<file path="config.mk">
export PLATFORM = sky130hd
export DESIGN_NAME = tccs_ctrl
export DESIGN_NICKNAME = d
export VERILOG_FILES = /design/src/sv/tccs_pkg.sv /design/src/sv/tccs_ctrl.sv
export SDC_FILE = /design/constraint.sdc
export NUM_CORES = 1
export LEC_CHECK = 0
export BUFFER_PORTS_ARGS = -buffer_cell sky130_fd_sc_hd__clkbuf_2
export CAP_MARGIN = 15
export CORE_MARGIN = 3
export CORE_UTILIZATION = 25
export CTS_CLUSTER_DIAMETER = 30
export DETAILED_ROUTE_END_ITERATION = 12
export PLACE_DENSITY = 0.51
export SYNTH_ARGS = -nofsm -noshare
export SYNTH_HDL_FRONTEND = slang
export SYNTH_SLANG_ARGS = --single-unit
</file>
<file path="constraint.sdc">
create_clock -name clk -period 3.65 [get_ports clk]
set_input_delay 0.1825 -clock clk [delete_from_list [all_inputs] [get_ports clk]]
set_output_delay 0.1825 -clock clk [all_outputs]
set_load 0.03 [all_outputs]
</file>
<file path="src/sv/tccs_pkg.sv">
// shared types and constants for the text console block
`default_nettype none
package tccs_pkg;

	localparam int KIND_W = 2;
	localparam int BYTE_W = 8;
	localparam int ROW_W  = 5;
	localparam int COL_W  = 7;
	localparam int CELL_W = 16;
	localparam int APB_DATA_W = 32;
	localparam int APB_ADDR_W = 3;

	localparam logic [KIND_W-1:0] KIND_PUT  = 2'd0;
	localparam logic [KIND_W-1:0] KIND_SET  = 2'd1;
	localparam logic [KIND_W-1:0] KIND_READ = 2'd2;

	localparam logic [BYTE_W-1:0] CH_SPACE     = 8'd32;
	localparam logic [BYTE_W-1:0] CH_NEWLINE   = 8'd10;
	localparam logic [BYTE_W-1:0] CH_BACKSPACE = 8'd8;
	localparam logic [BYTE_W-1:0] CH_RETURN    = 8'd13;

	localparam logic [BYTE_W-1:0] COLOR_AT_RESET = 8'd2;

	localparam logic [APB_ADDR_W-3:0] REG_TEXT_COLOR = 1'd0;

	typedef enum logic [2:0] {
		ST_CLEAR,
		ST_IDLE,
		ST_EXEC,
		ST_SCROLL,
		ST_BLANK,
		ST_RESULT
	} state_t;

endpackage
`default_nettype wire

</file>
<file path="src/sv/tccs_ctrl.sv">
// sequencer: cursor, put byte, scroll and clear sweeps, result register
`default_nettype none
module tccs_ctrl #(
	parameter int COLUMNS = 80,
	parameter int ROWS    = 25,
	parameter int CELLS   = 2000,
	parameter int ADDR_W  = 11
) (
	input  wire                               clk,
	input  wire                               arst_n,
	input  wire [tccs_pkg::BYTE_W-1:0]        text_color,
	input  wire                               in_valid,
	output logic                              in_ready,
	input  wire [tccs_pkg::KIND_W-1:0]        kind,
	input  wire [tccs_pkg::BYTE_W-1:0]        byte_in,
	input  wire [tccs_pkg::ROW_W-1:0]         row_in,
	input  wire [tccs_pkg::COL_W-1:0]         col_in,
	output logic                              out_valid,
	input  wire                               out_ready,
	output logic [tccs_pkg::BYTE_W-1:0]       cell_char,
	output logic [tccs_pkg::BYTE_W-1:0]       cell_color,
	output logic [tccs_pkg::ROW_W-1:0]        caret_row,
	output logic [tccs_pkg::COL_W-1:0]        caret_col,
	output logic                              mem_we,
	output logic [ADDR_W-1:0]                 mem_waddr,
	output logic [tccs_pkg::CELL_W-1:0]       mem_wdata,
	output logic                              mem_re,
	output logic [ADDR_W-1:0]                 mem_raddr,
	input  wire [tccs_pkg::CELL_W-1:0]        mem_rdata
);

	localparam logic [tccs_pkg::ROW_W-1:0] LAST_ROW = tccs_pkg::ROW_W'(ROWS - 1);
	localparam logic [tccs_pkg::COL_W-1:0] LAST_COL = tccs_pkg::COL_W'(COLUMNS - 1);
	localparam logic [ADDR_W-1:0] LAST_CELL = ADDR_W'(CELLS - 1);
	localparam logic [ADDR_W-1:0] LAST_COPY = ADDR_W'(CELLS - COLUMNS - 1);

	tccs_pkg::state_t state_q, state_d;

	logic [tccs_pkg::KIND_W-1:0] kind_q;
	logic [tccs_pkg::BYTE_W-1:0] byte_q;
	logic [tccs_pkg::ROW_W-1:0]  row_q;
	logic [tccs_pkg::COL_W-1:0]  col_q;

	logic [tccs_pkg::ROW_W-1:0]  cur_row_q, cur_row_d;
	logic [tccs_pkg::COL_W-1:0]  cur_col_q, cur_col_d;
	logic [ADDR_W-1:0]           k_q, k_d;

	logic                        wr_valid_s1, wr_valid_d;
	logic                        wr_copy_s1, wr_copy_d;
	logic [ADDR_W-1:0]           wr_addr_s1, wr_addr_d;
	logic [tccs_pkg::CELL_W-1:0] wr_data_s1, wr_data_d;

	logic                        out_valid_q;
	logic [tccs_pkg::BYTE_W-1:0] cell_char_q, cell_color_q;
	logic [tccs_pkg::ROW_W-1:0]  caret_row_q;
	logic [tccs_pkg::COL_W-1:0]  caret_col_q;

	logic                        accept;
	logic                        load_out;
	logic                        last_row, last_col;
	logic                        scroll_go;
	logic [ADDR_W-1:0]           pos;

	assign accept   = in_valid && in_ready;
	assign last_row = (cur_row_q == LAST_ROW);
	assign last_col = (cur_col_q == LAST_COL);
	assign pos      = ADDR_W'(cur_row_q * COLUMNS + cur_col_q);

	always_comb begin
		scroll_go = 1'b0;
		if (kind_q == tccs_pkg::KIND_PUT) begin
			case (byte_q)
				tccs_pkg::CH_NEWLINE:   scroll_go = last_row;
				tccs_pkg::CH_BACKSPACE: scroll_go = 1'b0;
				tccs_pkg::CH_RETURN:    scroll_go = 1'b0;
				default:                scroll_go = last_row && last_col;
			endcase
		end
	end

	// next state
	always_comb begin
		state_d = state_q;
		unique case (state_q)
			tccs_pkg::ST_CLEAR: begin
				if (k_q == LAST_CELL) state_d = tccs_pkg::ST_IDLE;
			end
			tccs_pkg::ST_IDLE: begin
				if (in_valid) state_d = tccs_pkg::ST_EXEC;
			end
			tccs_pkg::ST_EXEC: begin
				if (scroll_go) state_d = tccs_pkg::ST_SCROLL;
				else state_d = tccs_pkg::ST_RESULT;
			end
			tccs_pkg::ST_SCROLL: begin
				if (k_q == LAST_COPY) state_d = tccs_pkg::ST_BLANK;
			end
			tccs_pkg::ST_BLANK: begin
				if (k_q == LAST_CELL) state_d = tccs_pkg::ST_RESULT;
			end
			tccs_pkg::ST_RESULT: begin
				if (!out_valid_q || out_ready) state_d = tccs_pkg::ST_IDLE;
			end
			default: state_d = tccs_pkg::ST_IDLE;
		endcase
	end

	// outputs of the sequencer
	always_comb begin
		in_ready   = 1'b0;
		mem_re     = 1'b0;
		mem_raddr  = '0;
		wr_valid_d = 1'b0;
		wr_copy_d  = 1'b0;
		wr_addr_d  = wr_addr_s1;
		wr_data_d  = wr_data_s1;
		cur_row_d  = cur_row_q;
		cur_col_d  = cur_col_q;
		k_d        = k_q;
		load_out   = 1'b0;
		unique case (state_q)
			tccs_pkg::ST_CLEAR: begin
				wr_valid_d = 1'b1;
				wr_addr_d  = k_q;
				wr_data_d  = {tccs_pkg::COLOR_AT_RESET, tccs_pkg::CH_SPACE};
				k_d        = k_q + 1'b1;
			end
			tccs_pkg::ST_IDLE: begin
				in_ready = 1'b1;
			end
			tccs_pkg::ST_EXEC: begin
				k_d = '0;
				case (kind_q)
					tccs_pkg::KIND_PUT: begin
						case (byte_q)
							tccs_pkg::CH_NEWLINE: begin
								cur_col_d = '0;
								if (!last_row) cur_row_d = cur_row_q + 1'b1;
							end
							tccs_pkg::CH_BACKSPACE: begin
								if (cur_col_q != '0) begin
									cur_col_d = cur_col_q - 1'b1;
								end else if (cur_row_q != '0) begin
									cur_row_d = cur_row_q - 1'b1;
									cur_col_d = LAST_COL;
								end
								if (pos > ADDR_W'(1)) begin
									wr_valid_d = 1'b1;
									wr_addr_d  = pos - 1'b1;
									wr_data_d  = {text_color, tccs_pkg::CH_SPACE};
								end
							end
							tccs_pkg::CH_RETURN: begin
								cur_col_d = '0;
							end
							default: begin
								wr_valid_d = 1'b1;
								wr_addr_d  = pos;
								wr_data_d  = {text_color, byte_q};
								if (last_col) begin
									cur_col_d = '0;
									if (!last_row) cur_row_d = cur_row_q + 1'b1;
								end else begin
									cur_col_d = cur_col_q + 1'b1;
								end
							end
						endcase
					end
					tccs_pkg::KIND_SET: begin
						cur_row_d = row_q;
						cur_col_d = col_q;
					end
					tccs_pkg::KIND_READ: begin
						mem_re    = 1'b1;
						mem_raddr = ADDR_W'(row_q * COLUMNS + col_q);
					end
					default: ;
				endcase
			end
			tccs_pkg::ST_SCROLL: begin
				mem_re     = 1'b1;
				mem_raddr  = ADDR_W'(k_q + COLUMNS);
				wr_valid_d = 1'b1;
				wr_copy_d  = 1'b1;
				wr_addr_d  = k_q;
				wr_data_d  = {text_color, tccs_pkg::CH_SPACE};
				k_d        = k_q + 1'b1;
			end
			tccs_pkg::ST_BLANK: begin
				wr_valid_d = 1'b1;
				wr_addr_d  = k_q;
				wr_data_d  = {text_color, tccs_pkg::CH_SPACE};
				k_d        = k_q + 1'b1;
			end
			tccs_pkg::ST_RESULT: begin
				load_out = !out_valid_q || out_ready;
			end
			default: ;
		endcase
	end

	always_ff @(posedge clk or negedge arst_n) begin
		if (!arst_n) begin
			state_q     <= tccs_pkg::ST_CLEAR;
			cur_row_q   <= '0;
			cur_col_q   <= '0;
			k_q         <= '0;
			wr_valid_s1 <= 1'b0;
			out_valid_q <= 1'b0;
		end else begin
			state_q     <= state_d;
			cur_row_q   <= cur_row_d;
			cur_col_q   <= cur_col_d;
			k_q         <= k_d;
			wr_valid_s1 <= wr_valid_d;
			if (load_out) out_valid_q <= 1'b1;
			else if (out_ready) out_valid_q <= 1'b0;
		end
	end

	always_ff @(posedge clk) begin
		wr_copy_s1 <= wr_copy_d;
		wr_addr_s1 <= wr_addr_d;
		wr_data_s1 <= wr_data_d;
		if (accept) begin
			kind_q <= kind;
			byte_q <= byte_in;
			row_q  <= (row_in > LAST_ROW) ? LAST_ROW : row_in;
			col_q  <= (col_in > LAST_COL) ? LAST_COL : col_in;
		end
		if (load_out) begin
			caret_row_q <= cur_row_q;
			caret_col_q <= cur_col_q;
			if (kind_q == tccs_pkg::KIND_READ) begin
				cell_char_q  <= mem_rdata[7:0];
				cell_color_q <= mem_rdata[15:8];
			end else begin
				cell_char_q  <= '0;
				cell_color_q <= '0;
			end
		end
	end

	// copy writes take the character just read one row below
	assign mem_we    = wr_valid_s1;
	assign mem_waddr = wr_addr_s1;
	assign mem_wdata = wr_copy_s1 ? {wr_data_s1[15:8], mem_rdata[7:0]} : wr_data_s1;

	assign out_valid  = out_valid_q;
	assign cell_char  = cell_char_q;
	assign cell_color = cell_color_q;
	assign caret_row  = caret_row_q;
	assign caret_col  = caret_col_q;

endmodule
`default_nettype wire

</file>
==> out/qor.csv <==
stage;metric;value;unit
critical_path;crit_buf_inv;2;
logic_synthesis;ys_seq_elements;106;
global_routing;overflow;0;
timing;fin_crit_sh;88.48;%
layout;synthToLayoutAreaGrowth;21.59;%
cts;clock_latency;360;ps
logic_synthesis;yosys_warnings;0;
logic_synthesis;ys_seq_area_share;50.04;%
timing;fin_setup_tns;0;ps
floorplan;die_h;161.7;µm
floorplan;core-area;0.02368;mm²
power;power_frac_clock;17.2;%
logic_synthesis;synthesis.nets;642;
critical_path;crit_family;adder cells;
global_routing;grt_max_degree;29;
floorplan;core.rowCount;56;
timing;slew_viol_final;0;
floorplan;ioPinCount;120;
cts;clkTransAtPathRegs;70;ps
floorplan;initial_core_util;25.59;%
critical_path;path_common_cell;ha_1;
route;wire_per_inst;16.88;µm
timing;clock_skew;8.832;ps
timing;rsz0062_at_grt;no;
logic_synthesis;synth_area;0.006061;mm²
timing;setup_viol;0;
critical_path;worst_ep_required_time;3470;ps
placement;io_buffers;119;
logic_synthesis;synthAdderAreaFrac;7.432;%
power;p_int;3.474;mW
critical_path;path_cells;ha_1 > ha_1 > inv_1 > fa_1 > nor4b_1 > xor2_1 > xnor2_1 > nand2_1 > o21ai_0 > clkbuf_2;
placement;gp_congestion;0.8096;
timing;worst_pin_slew;857.9;ps
layout;num-nets-final;756;
critical_path;worstPathArrival;3050;ps
logic_synthesis;synth_compound_area_share;12.84;%
logic_synthesis;yosysUniqueCellTypes;67;
logic_synthesis;synth_mux_area_share;2.374;%
timing;slew_headroom;42.80;%
cts;cts_setup_buffers;0;
logic_synthesis;synth_edf_count;77;
cts;clock_sinks;106;
route;routed_via_density;4.538;
critical_path;critPathMaxStageDelay;460;ps
power;cellPowerDensity;843.8;mW/mm²
logic_synthesis;netlist_instances;559;
cts;htreeDepth;3;
route;ant_nets;0;
cts;cts_tree;built;
timing;fin_crit;3229;ps
global_routing;grtUsageTotal;13.09;%
placement;dpl.hpwl;12900;µm
global_routing;grt_pass1_vias;4494;
layout;final_common_cell;clkbuf_2;
critical_path;critPathKind;reg2out;
critical_path;cp-end-kind;output pin;
layout;mostFrequentLayoutCells;clkbuf_2, edfxtp_1, nand2_1, o21ai_0, nor2_1;
power;peakVddDrop;269.9;µV
route;via_count;4524;
cts;cts_made_buffers;9;
logic_synthesis;synth.avg_cell_area;10.84;µm²
logic_synthesis;synth-xor-area-share;5.202;%
logic_synthesis;synth_simple_gate_area_share;17.67;%
floorplan;die_area;0.02615;mm²
run;max-cap-violations;0;
critical_path;path_max_fanout;4;
global_routing;antenna_found_initial;0;
cts;clockBufferDepth;2;
cts;cts_root_buf;clkbuf_16;
route;drtIter0Drc;316;
timing;hold_viol_final;0;
route;first_pass_iters;5;
hold_path;hold_path_class;in2reg;
power;sw_frac_of_total;44.14;%
global_routing;grt_pass1_wl;26390;µm
power;seqPwrFrac;35.0;%
layout;fillers;2515;
route;drcViolationCount;0;
timing;clock.fmax;309.7;MHz
critical_path;start_kind;flip-flop;
critical_path;cp_slowest_cell;edfxtp_1;
timing;hold_slack;13.12;ps
power;p_sw;2.745;mW
logic_synthesis;ys.flop_type;edfxtp_1;
status;status;completed;
layout;diodes;0;
logic_synthesis;ys_async_sr_fraction;26.42;%
floorplan;fp.dieW;161.7;µm
power;p_leak;2.987;nW
power;p_comb_share;47.8;%
logic_synthesis;synth_top_family_by_area;simple AND/OR/NAND/NOR gates;
layout;drive_above_1_share;25.37;%
route;wl;16830;µm
## state kept, by name, indices dropped and copies added (netlist names), 7 cells and up
name / flops
cell_color: 8
cell_char: 8
mem_waddr: 11
caret_col: 7
cur_col_q: 7
byte_q: 8
k_q: 11
col_q: 7
wr_data_s1: 16
## final cells by class
cell class	count	area, µm²	area share (%)
Sequential cell	106	3033	41.15
Inverter	22	87.58	1.188
Clock inverter	4	75.07	1.019
Multi-Input combinational cell	396	2770	37.59
Clock buffer	12	246.5	3.345
Timing Repair Buffer	138	758.2	10.29
Tap cell	319	399.1	5.416
## repair_timing
item / 4_1_cts / 5_1_grt
resized for setup: 0 / 0
endpoints found under the hold margin: 35 / 0
hold buffers: 8 / 0
## stage by stage
step | setup WS [ps] | std cells | total power, mW | area [µm²] | util (%)
6_report | 420.6 | 997 | 6.219 | 7370 | 31.12
5_1_grt | 219.5 | 997 | 6.660 | 7370 | 31.12
4_1_cts | 359.2 | 997 | 6.299 | 7370 | 31.12
3_5_place_dp | 536.2 | 973 | 5.194 | 6968 | 29.42
3_3_place_gp | 535.2 | 973 | 5.175 | 6968 | 29.42
2_1_floorplan | 731.8 | 559 | 4.312 | 6061 | -
## path summary, 6_finish.rpt
path	endpoint	cells after the start	slack, ps	from
setup / recovery	mem_raddr[10]	10	420	row_q[1]
setup reg to reg	mem_waddr[10]	8	510	cur_row_q[3]
min in group asynchronous	mem_we	2	460	arst_n
hold / removal	byte_q[0]	1	10	byte_in[0]
hold reg to reg	wr_data_s1[6]	1	570	byte_q[6]
max in group asynchronous	cur_col_q[5]	2	2640	arst_n
## power by group through the flow
stage / Clock [mW] / Combinational (mW) / Sequential (mW)
after floorplan: 0 / 2.00 / 2.31
after global routing: 1.15 / 3.27 / 2.24
final: 1.07 / 2.97 / 2.18
after detailed placement: 0 / 2.99 / 2.21
after global placement: 0 / 2.97 / 2.20
after CTS: 1.11 / 3.01 / 2.18
## Yosys cell counts (3+ instances only)
master,n,area (µm²)
a21o_1,10,75.07
a21oi_1,27,135.1
a22o_1,7,61.31
a31oi_1,4,25.02
and2_1,26,162.7
and3_1,10,62.56
buf_2,4,20.02
buf_4,10,75.07
clkbuf_1,19,71.32
dfrtp_1,28,700.7
edfxtp_1,77,2312
fa_1,5,100.1
ha_1,28,350.3
inv_1,20,75.07
mux2_2,11,123.9
nand2_1,39,146.4
nand2b_1,9,56.30
nand3_1,13,65.06
nand3b_1,4,30.03
nor2_1,33,123.9
nor2b_1,14,87.58
nor3_1,16,80.08
nor3b_1,5,37.54
nor4_1,3,18.77
nor4b_1,3,26.28
o21ai_0,38,190.2
o22ai_1,3,18.77
o31ai_1,6,45.04
xnor2_1,19,166.4
xor2_1,17,148.9
## per-layer routing
metal	GRT usage, %	wire length, µm
met5	0	0
met4	2.986	206
met1	17.74	7608
met3	3.111	888
met2	21.37	8125
## kinds of logic (layout without fill, tap and decap cells)
kind of cell / after synthesis / after routing
simple gates: 193 / 193
compound gates: 121 / 121
flops: 106 / 106
fa+ha+maj: 33 / 33
buf+inv: 57 / 176
xor+xnor: 36 / 36
mux: 13 / 13
(Power assumes the default switching activity.)
